<file path="src/design/mcts_pkg.sv">
// ----------------------------------------------------------------------------
// mcts_pkg: shared types and constants of the mini C token scanner
// Token kind codes, character codes, keyword lookup and the result record.
// ----------------------------------------------------------------------------
package mcts_pkg;

  // token kinds
  localparam logic [4:0] KIND_IDENT    = 5'd0;
  localparam logic [4:0] KIND_KW_INT   = 5'd1;
  localparam logic [4:0] KIND_KW_BOOL  = 5'd2;
  localparam logic [4:0] KIND_KW_FLOAT = 5'd3;
  localparam logic [4:0] KIND_KW_VOID  = 5'd4;
  localparam logic [4:0] KIND_KW_EXTERN = 5'd5;
  localparam logic [4:0] KIND_KW_IF    = 5'd6;
  localparam logic [4:0] KIND_KW_ELSE  = 5'd7;
  localparam logic [4:0] KIND_KW_WHILE = 5'd8;
  localparam logic [4:0] KIND_KW_RETURN = 5'd9;
  localparam logic [4:0] KIND_BOOL_LIT = 5'd10;
  localparam logic [4:0] KIND_INT_LIT  = 5'd11;
  localparam logic [4:0] KIND_FLOAT_LIT = 5'd12;
  localparam logic [4:0] KIND_ASSIGN   = 5'd13;
  localparam logic [4:0] KIND_EQ       = 5'd14;
  localparam logic [4:0] KIND_LBRACE   = 5'd15;
  localparam logic [4:0] KIND_RBRACE   = 5'd16;
  localparam logic [4:0] KIND_LPAREN   = 5'd17;
  localparam logic [4:0] KIND_RPAREN   = 5'd18;
  localparam logic [4:0] KIND_SEMI     = 5'd19;
  localparam logic [4:0] KIND_COMMA    = 5'd20;
  localparam logic [4:0] KIND_AND      = 5'd21;
  localparam logic [4:0] KIND_OR       = 5'd22;
  localparam logic [4:0] KIND_NOT      = 5'd23;
  localparam logic [4:0] KIND_NE       = 5'd24;
  localparam logic [4:0] KIND_LT       = 5'd25;
  localparam logic [4:0] KIND_LE       = 5'd26;
  localparam logic [4:0] KIND_GT       = 5'd27;
  localparam logic [4:0] KIND_GE       = 5'd28;
  localparam logic [4:0] KIND_DIV      = 5'd29;
  localparam logic [4:0] KIND_INVALID  = 5'd30;
  localparam logic [4:0] KIND_EOF      = 5'd31;

  // character codes
  localparam logic [7:0] CH_LF     = 8'h0A;
  localparam logic [7:0] CH_CR     = 8'h0D;
  localparam logic [7:0] CH_TAB    = 8'h09;
  localparam logic [7:0] CH_SPACE  = 8'h20;
  localparam logic [7:0] CH_UNDER  = 8'h5F;
  localparam logic [7:0] CH_DOT    = 8'h2E;
  localparam logic [7:0] CH_SLASH  = 8'h2F;
  localparam logic [7:0] CH_EQUAL  = 8'h3D;
  localparam logic [7:0] CH_AMP    = 8'h26;
  localparam logic [7:0] CH_BAR    = 8'h7C;
  localparam logic [7:0] CH_BANG   = 8'h21;
  localparam logic [7:0] CH_LESS   = 8'h3C;
  localparam logic [7:0] CH_GREATER = 8'h3E;
  localparam logic [7:0] CH_LBRACE = 8'h7B;
  localparam logic [7:0] CH_RBRACE = 8'h7D;
  localparam logic [7:0] CH_LPAREN = 8'h28;
  localparam logic [7:0] CH_RPAREN = 8'h29;
  localparam logic [7:0] CH_SEMI   = 8'h3B;
  localparam logic [7:0] CH_COMMA  = 8'h2C;

  localparam logic [15:0] FIELD_MAX = 16'hFFFF;
  localparam int unsigned KW_MAX_LEN = 6;

  // one result record
  typedef struct packed {
    logic [4:0]  kind;
    logic [15:0] line;
    logic [15:0] col;
    logic [15:0] len;
    logic        last;
  } tok_t;

  // identifier text (packed, last byte lowest) to kind
  function automatic logic [4:0] keyword_kind(input logic [47:0] text);
    logic [4:0] k;
    case (text)
      48'h0000_0069_6E74: k = KIND_KW_INT;
      48'h0000_626F_6F6C: k = KIND_KW_BOOL;
      48'h0066_6C6F_6174: k = KIND_KW_FLOAT;
      48'h0000_766F_6964: k = KIND_KW_VOID;
      48'h6578_7465_726E: k = KIND_KW_EXTERN;
      48'h0000_0000_6966: k = KIND_KW_IF;
      48'h0000_656C_7365: k = KIND_KW_ELSE;
      48'h0077_6869_6C65: k = KIND_KW_WHILE;
      48'h7265_7475_726E: k = KIND_KW_RETURN;
      48'h0000_7472_7565: k = KIND_BOOL_LIT;
      48'h0066_616C_7365: k = KIND_BOOL_LIT;
      default:            k = KIND_IDENT;
    endcase
    return k;
  endfunction

endpackage

</file>
<file path="src/design/mcts_core.sv">
// ----------------------------------------------------------------------------
// mcts_core: scanner state and per-byte step logic
// Holds the scan state and counters, and forms up to two tokens per byte.
// ----------------------------------------------------------------------------
module mcts_core
  import mcts_pkg::*;
#(
  parameter int unsigned COUNTER_BITS = 16
) (
  input  logic       clk,
  input  logic       rst_n,
  input  logic       step_en,
  input  logic [7:0] ch,
  input  logic       eoi,
  output tok_t       res0,
  output tok_t       res1,
  output logic [1:0] res_cnt
);

  localparam int unsigned CW = COUNTER_BITS;

  typedef enum logic [3:0] {
    MODE_IDLE    = 4'd0,
    MODE_IDENT   = 4'd1,
    MODE_INT     = 4'd2,
    MODE_FRAC    = 4'd3,
    MODE_SLASH   = 4'd4,
    MODE_EQ      = 4'd5,
    MODE_AMP     = 4'd6,
    MODE_BAR     = 4'd7,
    MODE_BANG    = 4'd8,
    MODE_LT      = 4'd9,
    MODE_GT      = 4'd10,
    MODE_COMMENT = 4'd11
  } mode_t;

  mode_t         mode_r, mode_nxt;
  logic [47:0]   prefix_r, prefix_nxt;
  logic          kw_ok_r, kw_ok_nxt;
  logic [15:0]   pend_r, pend_nxt;
  logic [CW-1:0] line_r, line_nxt;
  logic [CW-1:0] col_r, col_nxt;

  function automatic logic [CW-1:0] cnt_inc(input logic [CW-1:0] v);
    return (&v) ? v : v + 1'b1;
  endfunction

  function automatic logic [15:0] clamp16(input logic [CW-1:0] v);
    logic [CW+15:0] ext;
    ext = {16'd0, v};
    return (|ext[CW+15:16]) ? FIELD_MAX : ext[15:0];
  endfunction

  function automatic tok_t make_tok(input logic [4:0] kind, input logic [CW-1:0] line,
                                    input logic [CW-1:0] col, input logic [15:0] len);
    tok_t t;
    t.kind = kind;
    t.line = clamp16(line);
    t.col  = clamp16(col);
    t.len  = len;
    t.last = 1'b0;
    return t;
  endfunction

  // byte classes
  logic is_alpha, is_digit, is_nl, is_space, is_word;
  assign is_alpha = (ch >= 8'h61 && ch <= 8'h7A) || (ch >= 8'h41 && ch <= 8'h5A);
  assign is_digit = (ch >= 8'h30 && ch <= 8'h39);
  assign is_nl    = (ch == CH_LF) || (ch == CH_CR);
  assign is_space = (ch == CH_SPACE) || (ch >= CH_TAB && ch <= CH_CR);
  assign is_word  = is_alpha || is_digit || (ch == CH_UNDER);

  logic [CW-1:0] col_inc;
  logic [15:0]   pend_ext;
  assign col_inc  = cnt_inc(col_r);
  assign pend_ext = (pend_r != FIELD_MAX) ? pend_r + 16'd1 : pend_r;

  // paired operator tables
  logic       in_pair;
  logic [7:0] pair_second;
  logic [4:0] pair_single, pair_double;

  always_comb begin
    in_pair     = 1'b1;
    pair_second = CH_EQUAL;
    pair_single = KIND_INVALID;
    pair_double = KIND_INVALID;
    case (mode_r)
      MODE_EQ: begin
        pair_single = KIND_ASSIGN;
        pair_double = KIND_EQ;
      end
      MODE_AMP: begin
        pair_second = CH_AMP;
        pair_double = KIND_AND;
      end
      MODE_BAR: begin
        pair_second = CH_BAR;
        pair_double = KIND_OR;
      end
      MODE_BANG: begin
        pair_single = KIND_NOT;
        pair_double = KIND_NE;
      end
      MODE_LT: begin
        pair_single = KIND_LT;
        pair_double = KIND_LE;
      end
      MODE_GT: begin
        pair_single = KIND_GT;
        pair_double = KIND_GE;
      end
      default: in_pair = 1'b0;
    endcase
  end

  // token left pending by the current mode
  logic flush_vld;
  tok_t flush_tok;

  always_comb begin
    flush_vld = 1'b1;
    flush_tok = make_tok(KIND_DIV, line_r, col_r, 16'd1);
    case (mode_r)
      MODE_IDENT: flush_tok = make_tok(kw_ok_r ? keyword_kind(prefix_r) : KIND_IDENT,
                                       line_r, col_r, pend_r);
      MODE_INT:   flush_tok = make_tok(KIND_INT_LIT, line_r, col_r, pend_r);
      MODE_FRAC:  flush_tok = make_tok(KIND_FLOAT_LIT, line_r, col_r, pend_r);
      MODE_SLASH: flush_tok = make_tok(KIND_DIV, line_r, col_r, 16'd1);
      MODE_EQ, MODE_AMP, MODE_BAR, MODE_BANG, MODE_LT, MODE_GT:
        flush_tok = make_tok(pair_single, line_r, col_r, 16'd1);
      default:    flush_vld = 1'b0;
    endcase
  end

  // single-byte token started from idle
  logic [4:0] byte_kind;

  always_comb begin
    case (ch)
      CH_LBRACE: byte_kind = KIND_LBRACE;
      CH_RBRACE: byte_kind = KIND_RBRACE;
      CH_LPAREN: byte_kind = KIND_LPAREN;
      CH_RPAREN: byte_kind = KIND_RPAREN;
      CH_SEMI:   byte_kind = KIND_SEMI;
      CH_COMMA:  byte_kind = KIND_COMMA;
      default:   byte_kind = KIND_INVALID;
    endcase
  end

  tok_t eof_tok, byte_tok;
  logic byte_emit;
  assign eof_tok  = make_tok(KIND_EOF, line_r, col_inc, 16'd0);
  assign byte_tok = make_tok(byte_kind, line_r, col_inc, 16'd1);

  always_comb begin
    mode_nxt   = mode_r;
    prefix_nxt = prefix_r;
    kw_ok_nxt  = kw_ok_r;
    pend_nxt   = pend_r;
    line_nxt   = line_r;
    col_nxt    = col_r;
    res0       = flush_tok;
    res1       = eof_tok;
    res_cnt    = 2'd0;
    byte_emit  = 1'b0;

    if (eoi) begin
      mode_nxt = MODE_IDLE;
      pend_nxt = 16'd0;
      if (flush_vld) begin
        res_cnt = 2'd2;
      end else begin
        res0    = eof_tok;
        res_cnt = 2'd1;
      end
    end else if (mode_r == MODE_IDENT && is_word) begin
      pend_nxt = pend_ext;
      col_nxt  = col_inc;
      if (pend_ext > 16'(KW_MAX_LEN)) begin
        kw_ok_nxt = 1'b0;
      end else begin
        prefix_nxt = {prefix_r[39:0], ch};
      end
    end else if (mode_r == MODE_INT && (is_digit || ch == CH_DOT)) begin
      pend_nxt = pend_ext;
      col_nxt  = col_inc;
      if (ch == CH_DOT) begin
        mode_nxt = MODE_FRAC;
      end
    end else if (mode_r == MODE_FRAC && is_digit) begin
      pend_nxt = pend_ext;
      col_nxt  = col_inc;
    end else if (mode_r == MODE_SLASH && ch == CH_SLASH) begin
      col_nxt  = col_inc;
      mode_nxt = MODE_COMMENT;
      pend_nxt = 16'd0;
    end else if (mode_r == MODE_COMMENT && !is_nl) begin
      col_nxt = col_inc;
    end else if (in_pair && ch == pair_second) begin
      col_nxt  = col_inc;
      mode_nxt = MODE_IDLE;
      pend_nxt = 16'd0;
      res0     = make_tok(pair_double, line_r, col_inc, 16'd2);
      res_cnt  = 2'd1;
    end else begin
      // close any pending token, then treat the byte as a fresh start
      mode_nxt = MODE_IDLE;
      pend_nxt = 16'd0;
      if (is_space) begin
        if (is_nl) begin
          line_nxt = cnt_inc(line_r);
          col_nxt  = '0;
        end else begin
          col_nxt = col_inc;
        end
      end else begin
        col_nxt  = col_inc;
        pend_nxt = 16'd1;
        if (is_alpha || ch == CH_UNDER) begin
          mode_nxt   = MODE_IDENT;
          prefix_nxt = {40'd0, ch};
          kw_ok_nxt  = 1'b1;
        end else if (is_digit) begin
          mode_nxt = MODE_INT;
        end else if (ch == CH_DOT) begin
          mode_nxt = MODE_FRAC;
        end else if (ch == CH_SLASH) begin
          mode_nxt = MODE_SLASH;
        end else if (ch == CH_EQUAL) begin
          mode_nxt = MODE_EQ;
        end else if (ch == CH_AMP) begin
          mode_nxt = MODE_AMP;
        end else if (ch == CH_BAR) begin
          mode_nxt = MODE_BAR;
        end else if (ch == CH_BANG) begin
          mode_nxt = MODE_BANG;
        end else if (ch == CH_LESS) begin
          mode_nxt = MODE_LT;
        end else if (ch == CH_GREATER) begin
          mode_nxt = MODE_GT;
        end else begin
          pend_nxt  = 16'd0;
          byte_emit = 1'b1;
        end
      end
      if (flush_vld && byte_emit) begin
        res1    = byte_tok;
        res_cnt = 2'd2;
      end else if (flush_vld) begin
        res_cnt = 2'd1;
      end else if (byte_emit) begin
        res0    = byte_tok;
        res_cnt = 2'd1;
      end
    end

    // mark the final token of this byte
    if (res_cnt == 2'd2) begin
      res1.last = 1'b1;
    end else begin
      res0.last = 1'b1;
    end
  end

  always_ff @(posedge clk) begin
    if (!rst_n) begin
      mode_r   <= MODE_IDLE;
      prefix_r <= '0;
      kw_ok_r  <= 1'b0;
      pend_r   <= '0;
      line_r   <= '0;
      col_r    <= '0;
    end else if (step_en) begin
      mode_r   <= mode_nxt;
      prefix_r <= prefix_nxt;
      kw_ok_r  <= kw_ok_nxt;
      pend_r   <= pend_nxt;
      line_r   <= line_nxt;
      col_r    <= col_nxt;
    end
  end

endmodule

</file>
<file path="src/design/mini_c_token_scanner.sv">
// ----------------------------------------------------------------------------
// mini_c_token_scanner: byte-stream scanner for a small C subset
// Turns source bytes into tokens with line, end column and length.
// ----------------------------------------------------------------------------
// usage
//   input channel: one request per source byte (in_ch) or an end-of-input
//   mark (in_end_of_input), taken when in_valid is high and in_stall is low
//   output channel: one token per transfer on out_*, taken when out_valid is
//   high and out_stall is low; out_last_of_run flags the last token that a
//   byte produced (a byte gives zero, one or two tokens)
//   data path: a request is captured in the input register, then stepped
//   through the scanner into a 4-entry result queue, whose head token drives
//   the outputs
//   throughput: one byte per cycle; the input stalls only while the result
//   queue holds more than two tokens, so the output side sets the pace when
//   bytes produce tokens faster than they are drained
//   reset: synchronous; scanner goes idle, line and column counters clear,
//   input register and result queue empty
//   a stalled receiver holds the head token; bytes keep flowing until the
//   queue fills
// ----------------------------------------------------------------------------
module mini_c_token_scanner
  import mcts_pkg::*;
#(
  parameter int unsigned COUNTER_BITS = 16
) (
  input  logic        clk,
  input  logic        rst_n,
  input  logic        in_valid,
  output logic        in_stall,
  input  logic [7:0]  in_ch,
  input  logic        in_end_of_input,
  output logic        out_valid,
  input  logic        out_stall,
  output logic [4:0]  out_token_kind,
  output logic [15:0] out_line_number,
  output logic [15:0] out_end_column,
  output logic [15:0] out_token_length,
  output logic        out_last_of_run
);

  localparam int unsigned QDEPTH = 4;
  localparam int unsigned QAW    = $clog2(QDEPTH);

  // input register
  logic       stg_vld_r;
  logic [7:0] stg_ch_r;
  logic       stg_eoi_r;

  // result queue
  tok_t           q_r [QDEPTH];
  logic [QAW-1:0] wr_ptr_r, rd_ptr_r;
  logic [QAW:0]   q_cnt_r, q_cnt_nxt;

  tok_t       res0, res1;
  logic [1:0] res_cnt;
  logic       step, in_take, out_take;

  // the step may add two tokens, so it needs two free slots
  assign step     = stg_vld_r && (q_cnt_r <= (QAW+1)'(QDEPTH - 2));
  assign in_stall = stg_vld_r && !step;
  assign in_take  = in_valid && !in_stall;
  assign out_take = out_valid && !out_stall;

  mcts_core #(
    .COUNTER_BITS(COUNTER_BITS)
  ) u_core (
    .clk     (clk),
    .rst_n   (rst_n),
    .step_en (step),
    .ch      (stg_ch_r),
    .eoi     (stg_eoi_r),
    .res0    (res0),
    .res1    (res1),
    .res_cnt (res_cnt)
  );

  always_comb begin
    q_cnt_nxt = q_cnt_r;
    if (step) begin
      q_cnt_nxt = q_cnt_nxt + (QAW+1)'(res_cnt);
    end
    if (out_take) begin
      q_cnt_nxt = q_cnt_nxt - (QAW+1)'(1);
    end
  end

  always_ff @(posedge clk) begin
    if (!rst_n) begin
      stg_vld_r <= 1'b0;
      wr_ptr_r  <= '0;
      rd_ptr_r  <= '0;
      q_cnt_r   <= '0;
    end else begin
      if (in_take) begin
        stg_vld_r <= 1'b1;
      end else if (step) begin
        stg_vld_r <= 1'b0;
      end
      if (step) begin
        wr_ptr_r <= wr_ptr_r + QAW'(res_cnt);
      end
      if (out_take) begin
        rd_ptr_r <= rd_ptr_r + QAW'(1);
      end
      q_cnt_r <= q_cnt_nxt;
    end
  end

  // payload registers, no reset needed
  always_ff @(posedge clk) begin
    if (in_take) begin
      stg_ch_r  <= in_ch;
      stg_eoi_r <= in_end_of_input;
    end
    if (step && res_cnt != 2'd0) begin
      q_r[wr_ptr_r] <= res0;
    end
    if (step && res_cnt == 2'd2) begin
      q_r[wr_ptr_r + QAW'(1)] <= res1;
    end
  end

  assign out_valid        = (q_cnt_r != '0);
  assign out_token_kind   = q_r[rd_ptr_r].kind;
  assign out_line_number  = q_r[rd_ptr_r].line;
  assign out_end_column   = q_r[rd_ptr_r].col;
  assign out_token_length = q_r[rd_ptr_r].len;
  assign out_last_of_run  = q_r[rd_ptr_r].last;

endmodule

</file>
<file path="config.mk">
export PLATFORM = sky130hd
export DESIGN_NAME = mini_c_token_scanner
export DESIGN_NICKNAME = d
export VERILOG_FILES = /design/src/design/mcts_pkg.sv /design/src/design/mcts_core.sv /design/src/design/mini_c_token_scanner.sv
export SDC_FILE = /design/constraint.sdc
export NUM_CORES = 1
export LEC_CHECK = 0
export BUFFER_PORTS_ARGS = -buffer_cell sky130_fd_sc_hd__buf_2
export CAP_MARGIN = 10
export CORE_ASPECT_RATIO = 1.2
export CORE_UTILIZATION = 41
export DETAILED_ROUTE_END_ITERATION = 8
export PLACE_DENSITY = 0.64
export SETUP_SLACK_MARGIN = 0.4
export SLEW_MARGIN = 40
export SYNTH_ARGS = -nofsm -noshare
export SYNTH_HDL_FRONTEND = slang
export SYNTH_HIERARCHICAL = 1
export SYNTH_SLANG_ARGS = --single-unit
export TNS_END_PERCENT = 20
</file>
<file path="constraint.sdc">
create_clock -name clk -period 10.9 [get_ports clk]
set_clock_uncertainty 0.05 [all_clocks]
set_input_delay 0.545 -clock clk [delete_from_list [all_inputs] [get_ports clk]]
set_output_delay 0.545 -clock clk [all_outputs]
set_load 0.02 [all_outputs]
</file>
==> flow_results.org, run 1 <==
** Finish
- In the final design database the tool counted 1698 nets.
- Signed area change from the synthesized netlist to the final layout :: 9.14%
- 0 antenna diodes ended up in the layout.
- Final core occ :: 45.2%
- The post-route netlist has 27.8% of its cells at a drive strength greater than 1.

** Clocking
- Counting every sink on the clock net gives 336.
- H-tree levels :: 2
- After clock tree synthesis, the clock-pin slew on the worst setup and hold paths is 0.06 ns.
- The tree is rooted in a clkbuf_16.
- Number of buffers added by the clock tree synthesis step :: 38
- Clock network latency to the later pin of the worst-skew pair :: 0.54 ns
- Post-CTS setup-driven buffer insertion count :: 0
- The number of hold buffers added after CTS was 0.
- Clock tree from TritonCTS :: done
- Count of cells resized by post-cts repair :: 0
- The clock passes through at most 3 buffers.

** Pwr
- Of the total power, registers draw 43.8%.
- For this design the ratio of total power to cell area is 157 nW/um2.
- For this design the static power due to leakage is 7.38 nW.
- Net switching is 28.1% of the power.
- Combinational share of power :: 18.8%
- The clock network burns 37.4% of the power.
- The worst-case IR drop observed on VDD is 0.0987 mV.
- Switching power :: 938 uW
- Cell internal power was estimated by the tool at 2.40 mW.

** Route
- Highest layer used for signal routing :: met4
- Wire length on met3 :: 1.61 mm
- After the first detailed-routing iteration, the DRC count stood at 918.
- Via-to-Cell Ratio :: 5.83
- Summing over every cut layer, the via total after detailed routing is 13.6k.
- Wirelength, routed :: 48.0 mm
- Final ANT Viol Nets :: 0
- First-pass iteration count of the detailed router :: 6
- Number of design rule violations left after detail routing :: 0
- Met2 WL post-DR :: 24.4 mm
- Routed metal-1 wirelength :: 20.9 mm
- Routed wirelength normalized by instance count :: 20.6 um

** Yosys
- In the synthesized netlist the async set-or-reset flop fraction comes to 0%.
- Gate count of the mapped netlist :: 1689
- Register bit total from synthesis :: 336
- Synth Area per Inst :: 11.5 um2
- The Yosys step of the flow raised 6 warnings.
- The share of the Yosys chip area taken by registers is 46.2%.
- Number of synthesized flops with an enable pin :: 225
- Ys flop type :: edfxtp_1
- Post-Syn Area :: 19400 um2
- Yosys cell types :: 84

** Global routing
- For this run, the total global-route usage over all layers was measured as 19.7%.
- First-pass GRT wire length :: 76.4 mm
- Entering global routing, the biggest net connects 106 pins.
- The number of antenna violations at the first check in global routing was 0.
- The number of global-route vias before repair came to 13.6k.
- Total congestion overflow after global routing :: 0

** Critical path
- For the worst flop-to-flop path, the logic depth is 12.
- Worst path max stage delay :: 0.67 ns
- Worst R2R Start :: stg_ch_r[4]$_DFFE_PP_
- Element type at the critical path end :: register
- Data on the critical path arrives at its endpoint at 5.35 ns.
- STA puts the critical path data required time at 11.14 ns.
- In this run the worst path has a maximum fanout of 54.
- Destination of the worst register-to-register timing path :: q_r[0][2]$_DFFE_PP_
- Startpoint kind of the worst setup timing path :: register
- Worst setup startpoint :: stg_ch_r[4]$_DFFE_PP_
- The worst setup path is of the reg2reg kind.
- The worst register-to-register path has a setup slack of 5.79 ns.
- The signal on the critical path passes through nor4b_4, o211ai_1, a21oi_1, or4b_1, nor3_2, a21oi_1, inv_1, nand2b_1, nor3_2, and3_2, buf_6, mux2_2.
- Among all stages on the critical path, the largest delay is contributed by edfxtp_1.

** STA
- Setup TNS after final layout :: 0 ns
- Slew Limit Fails :: 0
- Of the available clock period, the critical path in the final layout requires 46.9%.
- Max transition margin :: 47.6%
- Counting I/O delays and the setup requirement, the final critical path takes 5.11 ns.
- Transition at the pin with the smallest max-transition slack :: 0.786 ns
- Final-report setup violation count :: 0
- Setup repair after global routing left no endpoint under its margin.
- Final Hold Violating Endpoints :: 0
- Highest achievable clock rate :: 196 MHz

** Die
- Core Region :: 46900 um2
- Number of core rows :: 87
- In this run the count of I/O pins placed on the die edge is 69.
- The die is 240 um tall.
- Die X :: 201 um
- The initial utilization of the core area, before any placement, comes to 41.4%.
- Full die area :: 48300 um2

** Placement
- Global placer's final weighted congestion :: 0.922
- Detailed placement finished with a half-perimeter wire length of 29.1 mm.
- Buffers added on ports :: 68

** Min path
- Startpoint of the most critical hold path :: in_ch[2]
- For hold timing, the worst endpoint is stg_ch_r[2]$_DFFE_PP_.
- Hold Path Depth :: 1
- The path class of the tightest hold or removal check is in2reg.

** Job
- The tool flagged a number of max-cap violations equal to 0.

** Outcome
- The flow ran to the end, and the final reports show no timing, DRC or antenna violations.
==> synthesized netlist by cell type, types with 8 or more instances <==
cell | instances | area share [%]
nor2b_1 | 16 | 0.52
a31oi_1 | 9 | 0.29
a21oi_1 | 52 | 1.3
o2111ai_1 | 40 | 1.8
mux4_2 | 54 | 6.3
mux2_2 | 201 | 12
or3_1 | 15 | 0.48
dfxtp_1 | 111 | 11
clkbuf_1 | 77 | 1.5
nand4b_1 | 10 | 0.45
buf_4 | 34 | 1.3
nand4_1 | 27 | 0.87
mux2_1 | 12 | 0.70
o211ai_2 | 30 | 1.9
nand3_1 | 67 | 1.7
nor3_1 | 37 | 0.95
inv_1 | 25 | 0.48
and3_1 | 10 | 0.32
edfxtp_1 | 225 | 35
xnor2_1 | 24 | 1.1
mux2i_1 | 19 | 0.98
o21ai_0 | 37 | 0.95
nor4_1 | 23 | 0.74
buf_6 | 18 | 1.0
mux2_4 | 10 | 0.77
nand2_1 | 121 | 2.3
nand3b_1 | 17 | 0.66
or2_2 | 8 | 0.26
o211ai_1 | 26 | 1.0
xor2_1 | 22 | 0.99
and2_1 | 33 | 1.1
nand2b_1 | 16 | 0.52
nor2_1 | 106 | 2.0
buf_2 | 22 | 0.57
==> metrics by stage <==
stage	hold slack [ns]	worst slack (ns)	total power, mW	cell area [um2]	cells
6_report	0.139	5.79	3.34	21200	2329
5_1_grt	0.123	5.36	3.48	21200	2329
4_1_cts	0.118	5.80	3.39	21200	2329
3_5_place_dp	0.396	5.79	2.13	20000	2260
3_3_place_gp	0.390	5.78	2.12	19900	2259
2_1_floorplan	0.371	5.19	1.94	19500	1703
==> registers in the layout, summed over array words and instances, names as in the netlist, 2 cells and up, named ones only <==
| name | count |
|---|---|
| u_core/prefix_r | 48 |
| u_core/line_r | 16 |
| u_core/pend_r | 16 |
| q_r | 216 |
| stg_ch_r | 8 |
| q_cnt_r | 3 |
| u_core/col_r | 16 |
| rd_ptr_r | 2 |
| wr_ptr_r | 2 |
| u_core/mode_r | 4 |
==> placed cells by master, fill, tap and decap left out, types with 21 or more instances in the layout <==
master,count
edfxtp_1,225
mux2_2,201
nand2_1,121
dfxtp_1,109
nor2_1,104
buf_2,68
nand3_1,67
mux4_2,54
a21oi_1,52
o2111ai_1,40
clkbuf_16,39
nor3_1,36
o21ai_0,36
and2_1,32
o211ai_2,30
nand4_1,27
o211ai_1,26
inv_1,25
xnor2_1,24
xor2_1,22
nor4_1,21
==> final cells by class <==
| class | count | area [um2] |
|---|---|---|
| fill | 4298 | 25700 |
| multi-input combinational | 1188 | 9610 |
| sequential | 336 | 8980 |
| clock buffer | 55 | 1060 |
| tap | 623 | 779 |
| timing repair buffer | 88 | 532 |
| clock inverter | 14 | 156 |
| inverter | 25 | 93.8 |
==> cell families (layout without fill, tap and decap cells) <==
logic type | after synthesis | after routing | share of synthesized area [%]
AND/OR/NAND/NOR | 555 | 555 | 15.4
flip-flops | 336 | 336 | 46.2
multiplexers | 296 | 296 | 20.4
AO/OA/AOI/OAI | 268 | 268 | 10.5
buffers and inverters | 179 | 182 | 4.95
XOR/XNOR | 46 | 46 | 2.07
adder cells (fa/ha/maj) | 8 | 8 | 0.554
other | 1 | 15 | 0.0193
==> power groups by stage <==
stage	Clock (mW)	Combinational, mW	Sequential, mW
4_1_cts	1.29	0.642	1.46
6_report	1.25	0.627	1.46
5_1_grt	1.33	0.681	1.47
2_1_floorplan	0	0.485	1.45
3_5_place_dp	0	0.640	1.49
3_3_place_gp	0	0.634	1.49
==> worst max-delay path by stage <==
stage,endpoint,slack [ns]
2_1_floorplan,q_r[1][0]$_DFFE_PP_,5.19
3_3_place_gp,q_r[0][14]$_DFFE_PP_,5.78
3_5_place_dp,q_r[0][19]$_DFFE_PP_,5.79
4_1_cts,q_r[0][2]$_DFFE_PP_,5.80
5_1_grt,q_r[0][1]$_DFFE_PP_,5.36
6_report,q_r[0][2]$_DFFE_PP_,5.79
==> metal layers <==
metal	up-vias	track usage [%]
met5	-	0
met4	0	5.88
met3	88	2.44
met2	298	35.3
met1	6755	24.8
li1	6438	-
==> critical path: cells and delay by family (launching register included) <==
kind            cells  cell delay, ns
compound gates      3            0.94
buf+inv             2            0.70
simple gates        6            2.05
mux                 1            0.41
flops               1            0.67
Power figures use the tool's default switching activity.
==> inputs of run 2 (changes only) <==
--- a/config.mk
+++ b/config.mk
@@ -10,7 +10,7 @@
 export CORE_ASPECT_RATIO = 1.2
 export CORE_UTILIZATION = 41
 export DETAILED_ROUTE_END_ITERATION = 8
-export PLACE_DENSITY = 0.64
+export PLACE_DENSITY = 0.66
 export SETUP_SLACK_MARGIN = 0.4
 export SLEW_MARGIN = 40
 export SYNTH_ARGS = -nofsm -noshare
==> constraint.sdc (replaced) <==
create_clock -name clk -period 4.22 [get_ports clk]
set_clock_uncertainty 0.05 [all_clocks]
set_input_delay 0.211 -clock clk [delete_from_list [all_inputs] [get_ports clk]]
set_output_delay 0.211 -clock clk [all_outputs]
set_load 0.02 [all_outputs]
==> run 2 against run 1 <==
Combinational power rose to 2.7 times the previous value. Flip-flop and latch count did not move. Total power rose to 2.6 times the previous value. Largest power group unchanged. Highest routed layer unchanged.
==> flow_results.org, run 2 (same netlist as run 1, synthesis figures left out) <==
** Outcome
- The flow ran to the end, and the final reports show no timing, DRC or antenna violations.

** Finish
- Commonest cells after routing, fill and taps aside :: edfxtp_1 (225), mux2_2 (201), nand2_1 (120), dfxtp_1 (109), nor2_1 (101)
- Most common cell after layout, fill and taps aside :: edfxtp_1
- Share of post-route cells with drive strength above 1 :: 32.6% (+4.8 points)
- The antenna diode instance count was 0 (unchanged).
- The final layout net count is 1791 (+5.5%).
- The number of flip-flops under the largest register name came to 216 (unchanged).
- The area growth from synthesis to layout is 15.0%.
- The largest registers in the layout are q_r x216, u_core/prefix_r x48.
- Top reg by flops :: q_r

** Route
- The starting DRC count in detailed routing is 1102 (+20%).
- The remaining design rule violation count was 0 (unchanged).
- The final wirelength came to 50.5 mm (+5.4%).
- First-pass iteration count of the detailed router :: 5 (-1)
- Count of vias placed by the detailed router :: 14.3k (+5.3%)
- The vias per cell is 5.90 (+1.2%).
- The average routed wire per standard cell came to 20.9 um (+1.3%).
- The number of antenna-violating nets in the routed design came to 0 (unchanged).

** Clocking
- Number of buffers added by the clock tree synthesis step :: 38 (unchanged)
- Clock tree from TritonCTS :: done
- Master cell of the clock root buffer :: clkbuf_16
- The number of levels in the clock H-tree is 2 (unchanged).
- The maximum buffer depth of the clock tree is 3 (unchanged).
- CTS sink count :: 336 (unchanged)
- The clock-pin transition on the worst setup and hold timing paths was 0.06 ns (about the same).
- The clock insertion delay at the later pin of the skew report was 0.56 ns (+0.02 ns).

** Global routing
- The maximum number of pins on one net before global-route repair is 79 (-25%).
- The number of global-route vias before repair came to 14.0k (+2.7%).
- Antenna violations before repair :: 0 (unchanged)
- The global-route usage over all layers was 20.3% (+0.53 points).
- First-pass GRT wire length :: 78.3 mm (+2.5%)
- Total congestion overflow after global routing :: 0 (unchanged)

** Critical path
- The delay contributed by the slowest stage of the critical path is 0.56 ns (-0.11 ns).
- Ordered list of cells on the worst path :: or4_4, a21oi_4, o211ai_1, or3_4, nor2_4, ha_4, o21ai_2, nand2_2, ha_4, inv_2, fa_1, nor2_1, a21oi_1, ha_2, nor3b_4, xnor2_1, and2_1
- Worst setup path class :: reg2reg
- Slowest cell on the critical path :: or4_4
- The worst setup path is launched from a register.
- The required time of the critical path is 4.62 ns (-6.52 ns).
- Element type at the critical path end :: register
- The critical-path maximum fanout is 3 (-94%).
- Arrival time of data at the critical path endpoint :: 4.22 ns (-1.13 ns)
- Crit path top cell by count :: ha_4

** Pwr
- Power density over the cells :: 395 nW/um2 (+150%)
- The cell leakage power is 7.98 nW (+8.1%).
- The worst ir drop on vdd came to 0.254 mV (+160%).

** STA
- The minimum period implied by the final worst setup slack is 3.81 ns (-1.30 ns).
- The relative slew slack was 48.6% (+1.0 points).
- Final Hold Violating Endpoints :: 0 (unchanged)
- The worst hold margin is 0.0522 ns (-0.0868 ns).
- The achievable frequency is 262 MHz (+34%).
- The slew of the pin with the lowest slew margin came to 0.771 ns (-0.0155 ns).
- Setup TNS after final layout :: 0 ns (unchanged)
- Slew Limit Fails :: 0 (unchanged)
- Period Utilization, post-route :: 90.4% (+43 points)
- The number of failing setup endpoints in the final timing report came to 0 (unchanged).
- Unrepaired setup endpoints after global routing :: yes

** Placement
- Global placer's final weighted congestion :: 0.926 (+0.44%)
- The half-perimeter wire length after placement came to 31.0 mm (+6.3%).
- Buffers added on ports :: 68 (unchanged)

** Die
- The floorplan die width came to 201 um (unchanged).
- Core Region :: 46900 um2 (unchanged)
- Initial core utilization :: 41.4% (unchanged)
- Floorplan die height :: 240 um (unchanged)
- Number of core rows :: 87 (unchanged)
- The area enclosed by the die boundary is 48300 um2 (unchanged).
- Number of top-level pins :: 69 (unchanged)

** Min path
- In this run the worst hold path is classified as in2reg.

** Job
- The total of max-cap violations came to 0 (unchanged).
==> run 2: cell types whose count changed in the layout (fill, tap and decap cells not counted), sizes merged <==
cell         change
buf             +77
dlygate4sd3     +10
clkbuf           +8
bufinv           -1
==> run 2: final cells by class <==
| cell class | count | area, um2 |
|---|---|---|
| multi-input combinational | 1188 | 9730 |
| fill | 4248 | 24600 |
| clock buffer | 57 | 1100 |
| timing repair buffer | 181 | 1530 |
| clock inverter | 13 | 116 |
| tap | 623 | 779 |
| inverter | 25 | 96.3 |
| sequential | 336 | 8990 |
==> run 2: power breakdown <==
group,total (mW),switching (mW),internal (mW)
Sequential,3.82,0.186,3.63
Combinational,1.71,0.947,0.767
Clock,3.28,1.39,1.89
Total,8.81,2.53,6.29
==> run 2: critical path, delay by kind of cell (launching register included) <==
family                     cells  cell delay [ns]
adders and majority gates      4             1.04
DFF                            1             0.38
buffers and inverters          1             0.05
and+or+nand+nor                7             1.59
AOI/OAI and AO/OA              4             0.46
xor gates and xnor gates       1             0.14
==> run 2: per-layer routing <==
metal | global-route usage (%) | wire length, um | part of all wire, % | vias up
met2 | 35.6 | 25300 | 50 | 488
met5 | 0 | 0 | 0 | -
li1 | - | - | - | 6624
met1 | 25.6 | 21100 | 42 | 7093
met3 | 3.09 | 2810 | 5.6 | 89
met4 | 6.22 | 1300 | 2.6 | 0
==> run 2: repair_timing <==
item	4_1_cts	5_1_grt
endpoints found under the setup margin	174	377
hold buffers	10	0
cloned	2	7
gates resized for setup	26	19
pin swaps	16	9
setup buffers	17	13
endpoints found under the hold margin	10	0
==> run 2: worst paths after layout <==
kind / from / to / slack [ns] / cells past startpoint
worst min-delay path: out_stall / q_cnt_r[0]$_SDFF_PN0_ / 0.05 / 3
worst min register to register: u_core/prefix_r[7]$_SDFFE_PN0P_ / u_core/prefix_r[7]$_SDFFE_PN0P_ / 0.43 / 2
worst max register to register: stg_ch_r[3]$_DFFE_PP_ / q_cnt_r[2]$_SDFF_PN0_ / 0.41 / 17
worst max-delay path: stg_ch_r[3]$_DFFE_PP_ / q_cnt_r[2]$_SDFF_PN0_ / 0.41 / 17
==> run 2: metrics by stage <==
stage	util, %	setup WS [ns]	std cells	power [mW]	instance area, um2
detailed placement	43.5	0.108	2304	5.53	20400
global route	47.6	0.197	2423	9.14	22300
floorplan	-	0.239	1703	5.01	19500
CTS	47.0	0.379	2403	8.87	22000
finish	47.6	0.406	2423	8.81	22300
global placement	43.5	0.200	2303	5.52	20400
==> inputs of run 3 (changes only) <==
--- a/config.mk
+++ b/config.mk
@@ -5,12 +5,12 @@
 export SDC_FILE = /design/constraint.sdc
 export NUM_CORES = 1
 export LEC_CHECK = 0
-export BUFFER_PORTS_ARGS = -buffer_cell sky130_fd_sc_hd__buf_2
 export CAP_MARGIN = 10
 export CORE_ASPECT_RATIO = 1.2
 export CORE_UTILIZATION = 41
 export DETAILED_ROUTE_END_ITERATION = 8
-export PLACE_DENSITY = 0.66
+export DONT_BUFFER_PORTS = 1
+export PLACE_DENSITY = 0.64
 export SETUP_SLACK_MARGIN = 0.4
 export SLEW_MARGIN = 40
 export SYNTH_ARGS = -nofsm -noshare
==> constraint.sdc (replaced) <==
create_clock -name clk -period 4.22 [get_ports clk]
set_clock_uncertainty 0.05 [all_clocks]
set_input_delay 0.211 -clock clk [delete_from_list [all_inputs] [get_ports clk]]
set_output_delay 0.211 -clock clk [all_outputs]
set_load 0.05 [all_outputs]
==> run 3 against run 2 <==
Critical path depth is the same. Total power increased by 3.7%. Flip-flop and latch count unchanged. First-iteration DRC count is 1.6% lower. Core utilization increased by 0.38 points.
==> flow_results.org, run 3 (same netlist as run 1, synthesis figures left out) <==
** Outcome
- Result of the run :: finished clean

** Critical path
- Startpoint kind of the worst setup timing path :: register
- Arrival time of data at the critical path endpoint :: 4.13 ns (-0.09 ns)
- STA classifies the critical path endpoint as a register.
- The total buffers and inverters traversed by the critical path was 6 (+5).
- The slowest stage of the critical path is the or4_4 cell.
- Traced cell by cell, the critical path runs through or4_4, a21oi_2, o211ai_1, or3_4, nor2_4, ha_4, inv_4, nor3_4, a21oi_2, inv_2, nand2b_4, buf_6, nor4_4, buf_6, buf_12, clkbuf_16, mux2_2.
- The critical-path maximum fanout is 8 (+5).
- Gate family responsible for the most delay along the worst path :: simple AND/OR/NAND/NOR gates
- Req. time, crit path :: 4.48 ns (-0.14 ns)
- Number of cells on the worst reg-to-reg path :: 17 (unchanged)
- The worst setup path is of the reg2reg kind.
- The worst register-to-register path ends at q_r[1][37]$_DFFE_PP_.
- The delay contributed by the slowest stage of the critical path was 0.55 ns (about the same).
- The minimum setup slack among reg-to-reg paths came to 0.35 ns (-0.06 ns).
- The worst register-to-register path begins at stg_ch_r[0]$_DFFE_PP_.

** Finish
- The final layout net count came to 1751 (-2.2%).
- The largest registers in the layout are q_r x216, u_core/prefix_r x48.
- The top cell types in the final layout, fill and taps aside, are edfxtp_1 (225), mux2_2 (165), nand2_1 (120), dfxtp_1 (108), nor2_1 (103).
- The library cell used most frequently in the layout, excluding fill and tap cells, is edfxtp_1.
- The register with the most flip-flops in the final layout is q_r.
- The layout cell share with drive strength beyond 1 was 30.8% (-1.9 points).
- Ant diodes :: 0 (unchanged)
- The number of flip-flops under the largest register name came to 216 (unchanged).
- The finished layout cell area came to 22500 um2 (+0.81%).
- Signed area change from the synthesized netlist to the final layout :: 15.9%
- Final non-filler cell total :: 2382 (-1.7%)

** STA
- The count of final hold-check violations is 0 (unchanged).
- Period Utilization, post-route :: 91.8% (+1.4 points)
- Unrepaired setup endpoints after global routing :: yes
- Final-report setup violation count :: 0 (unchanged)
- Slew Limit Fails :: 0 (unchanged)
- Setup TNS after final layout :: 0 ns (unchanged)
- Post-layout min period :: 3.87 ns (+0.0578 ns)
- The relative slew slack is 48.3% (-0.36 points).
- Transition at the pin with the smallest max-transition slack :: 0.766 ns (-0.00502 ns)
- Min setup slack post-route :: 0.348 ns (-0.0578 ns)
- The achievable frequency came to 258 MHz (-1.5%).

** Clocking
- Clock tree from TritonCTS :: done
- Number of buffers between clock root and the deepest sink :: 3 (unchanged)
- The clock-pin transition on the worst setup and hold timing paths is 0.06 ns (about the same).
- The total CTS buffers came to 37 (-2.6%).
- CTS sink count :: 336 (unchanged)
- The tree is rooted in a clkbuf_16.
- The clock insertion delay at the later pin of the skew report is 0.56 ns (about the same).
- The number of levels in the clock H-tree was 2 (unchanged).

** Min path
- The cell depth of the worst hold path is 3 (unchanged).
- Endpoint of the worst hold path :: u_core/prefix_r[7]$_SDFFE_PN0P_
- Worst hold path type :: in2reg
- Startpoint of the most critical hold path :: rst_n

** Die
- The placeable core region is 46900 um2 (unchanged).
- The boundary pin count came to 69 (unchanged).
- Floorplan die height :: 240 um (unchanged)
- Full die area :: 48300 um2 (unchanged)
- The initial core utilization came to 41.4% (unchanged).
- Die X :: 201 um (unchanged)
- The row count is 87 (unchanged).

** Route
- The average routed wire per standard cell is 21.5 um (+3.2%).
- The vias after detailed routing came to 14.1k (-1.7%).
- Final ANT Viol Nets :: 0 (unchanged)
- Via-to-Cell Ratio :: 5.90 (about the same)
- Wirelength, routed :: 51.3 mm (+1.5%)
- The remaining design rule violation count came to 0 (unchanged).
- First-pass iteration count of the detailed router :: 5 (unchanged)
- The starting DRC count in detailed routing came to 1084 (-1.6%).

** Pwr
- Worst vdd ir :: 0.298 mV (+17%)
- The total power after layout came to 9.14 mW (+3.7%).
- The power density over cell area came to 406 nW/um2 (+2.9%).
- The cell leakage power is 7.93 nW (-0.60%).

** Global routing
- Vias in the first global route :: 13.6k (-2.6%)
- The maximum number of pins on one net before global-route repair came to 116 (+47%).
- Antenna violations before repair :: 0 (unchanged)
- Total congestion overflow after global routing :: 0 (unchanged)
- First-pass GRT wire length :: 78.3 mm (about the same)
- The global-route usage over all layers came to 20.5% (+0.25 points).

** Placement
- Global placer's final weighted congestion :: 0.935 (+0.94%)
- Worst setup slack before clock tree synthesis :: 0.122 ns (+0.0141 ns)
- Buffers added on ports :: 0 (-100%)
- HPWL Detailed :: 31.6 mm (+2.1%)
- The area of placed instances is 20300 um2 (-0.72%).
- The post-placement cell count is 2252 (-2.3%).

** Job
- Number of maximum-capacitance constraint violations :: 0 (unchanged)
-- run 3: cell count changes in the layout (fill, tap and decap cells not counted), moves of 5 or more --
cell    delta
buf_12     +6
buf_2     -66
buf_4     +10
buf_6      +5
mux2_1     -7
mux2_2    -36
mux2_4    +43
-- run 3: cell type report --
| cell class | instances | area, um2 |
|---|---|---|
| Fill cell | 4129 | 24400 |
| Multi-Input combinational cell | 1188 | 9870 |
| Sequential cell | 336 | 8980 |
| Timing Repair Buffer | 142 | 1590 |
| Clock buffer | 52 | 1020 |
| Tap cell | 623 | 779 |
| Clock inverter | 16 | 178 |
| Inverter | 25 | 96.3 |
-- run 3: worst max-delay path by stage --
stage	to	cells past startpoint	slack [ns]	from
after floorplan	q_r[0][0]$_DFFE_PP_	15	0.24	stg_ch_r[4]$_DFFE_PP_
after global placement	q_r[0][15]$_DFFE_PP_	14	0.18	stg_ch_r[0]$_DFFE_PP_
after detailed placement	q_r[0][51]$_DFFE_PP_	14	0.12	stg_ch_r[0]$_DFFE_PP_
after CTS	q_r[1][52]$_DFFE_PP_	14	0.35	stg_ch_r[0]$_DFFE_PP_
after global routing	q_r[0][44]$_DFFE_PP_	16	0.21	stg_ch_r[0]$_DFFE_PP_
final	q_r[1][37]$_DFFE_PP_	17	0.35	stg_ch_r[0]$_DFFE_PP_
-- run 3: per-layer routing --
layer / track usage [%] / share of wire [%] / vias up
li1: - / - / 6556
met1: 25.8 / 42 / 7073
met2: 36.5 / 51 / 358
met3: 3.17 / 4.7 / 67
met4: 5.57 / 2.3 / 0
met5: 0 / 0 / -
-- run 3: timing repair --
item / in CTS / in global routing
hold buffers: 12 / 0
pin swaps: 12 / 13
gates resized for setup: 32 / 52
hold endpoints to repair: 75 / 0
buffers inserted: 24 / 13
gates cloned: 3 / 9
endpoints found under the setup margin: 198 / 311
-- run 3: per-stage QoR --
stage	hold WS, ns	utilization, %
after detailed placement	0.260	43.2
final	0.0483	48.0
after CTS	0.0383	46.9
after floorplan	0.260	-
after global routing	0.0511	48.0
after global placement	0.260	43.2
-- run 3: power breakdown --
group / switching, mW / total [mW] / internal (mW) / leakage (nW)
combinational: 1.40 / 2.09 / 0.685 / 4.36
sequential: 0.160 / 3.79 / 3.63 / 2.99
clock: 1.36 / 3.26 / 1.90 / 0.587
-- run 3: tightest hold or removal path, stage by stage --
cell and delay (ns):
buf_16 0.21, nand2_1 0.12, a21oi_1 0.03
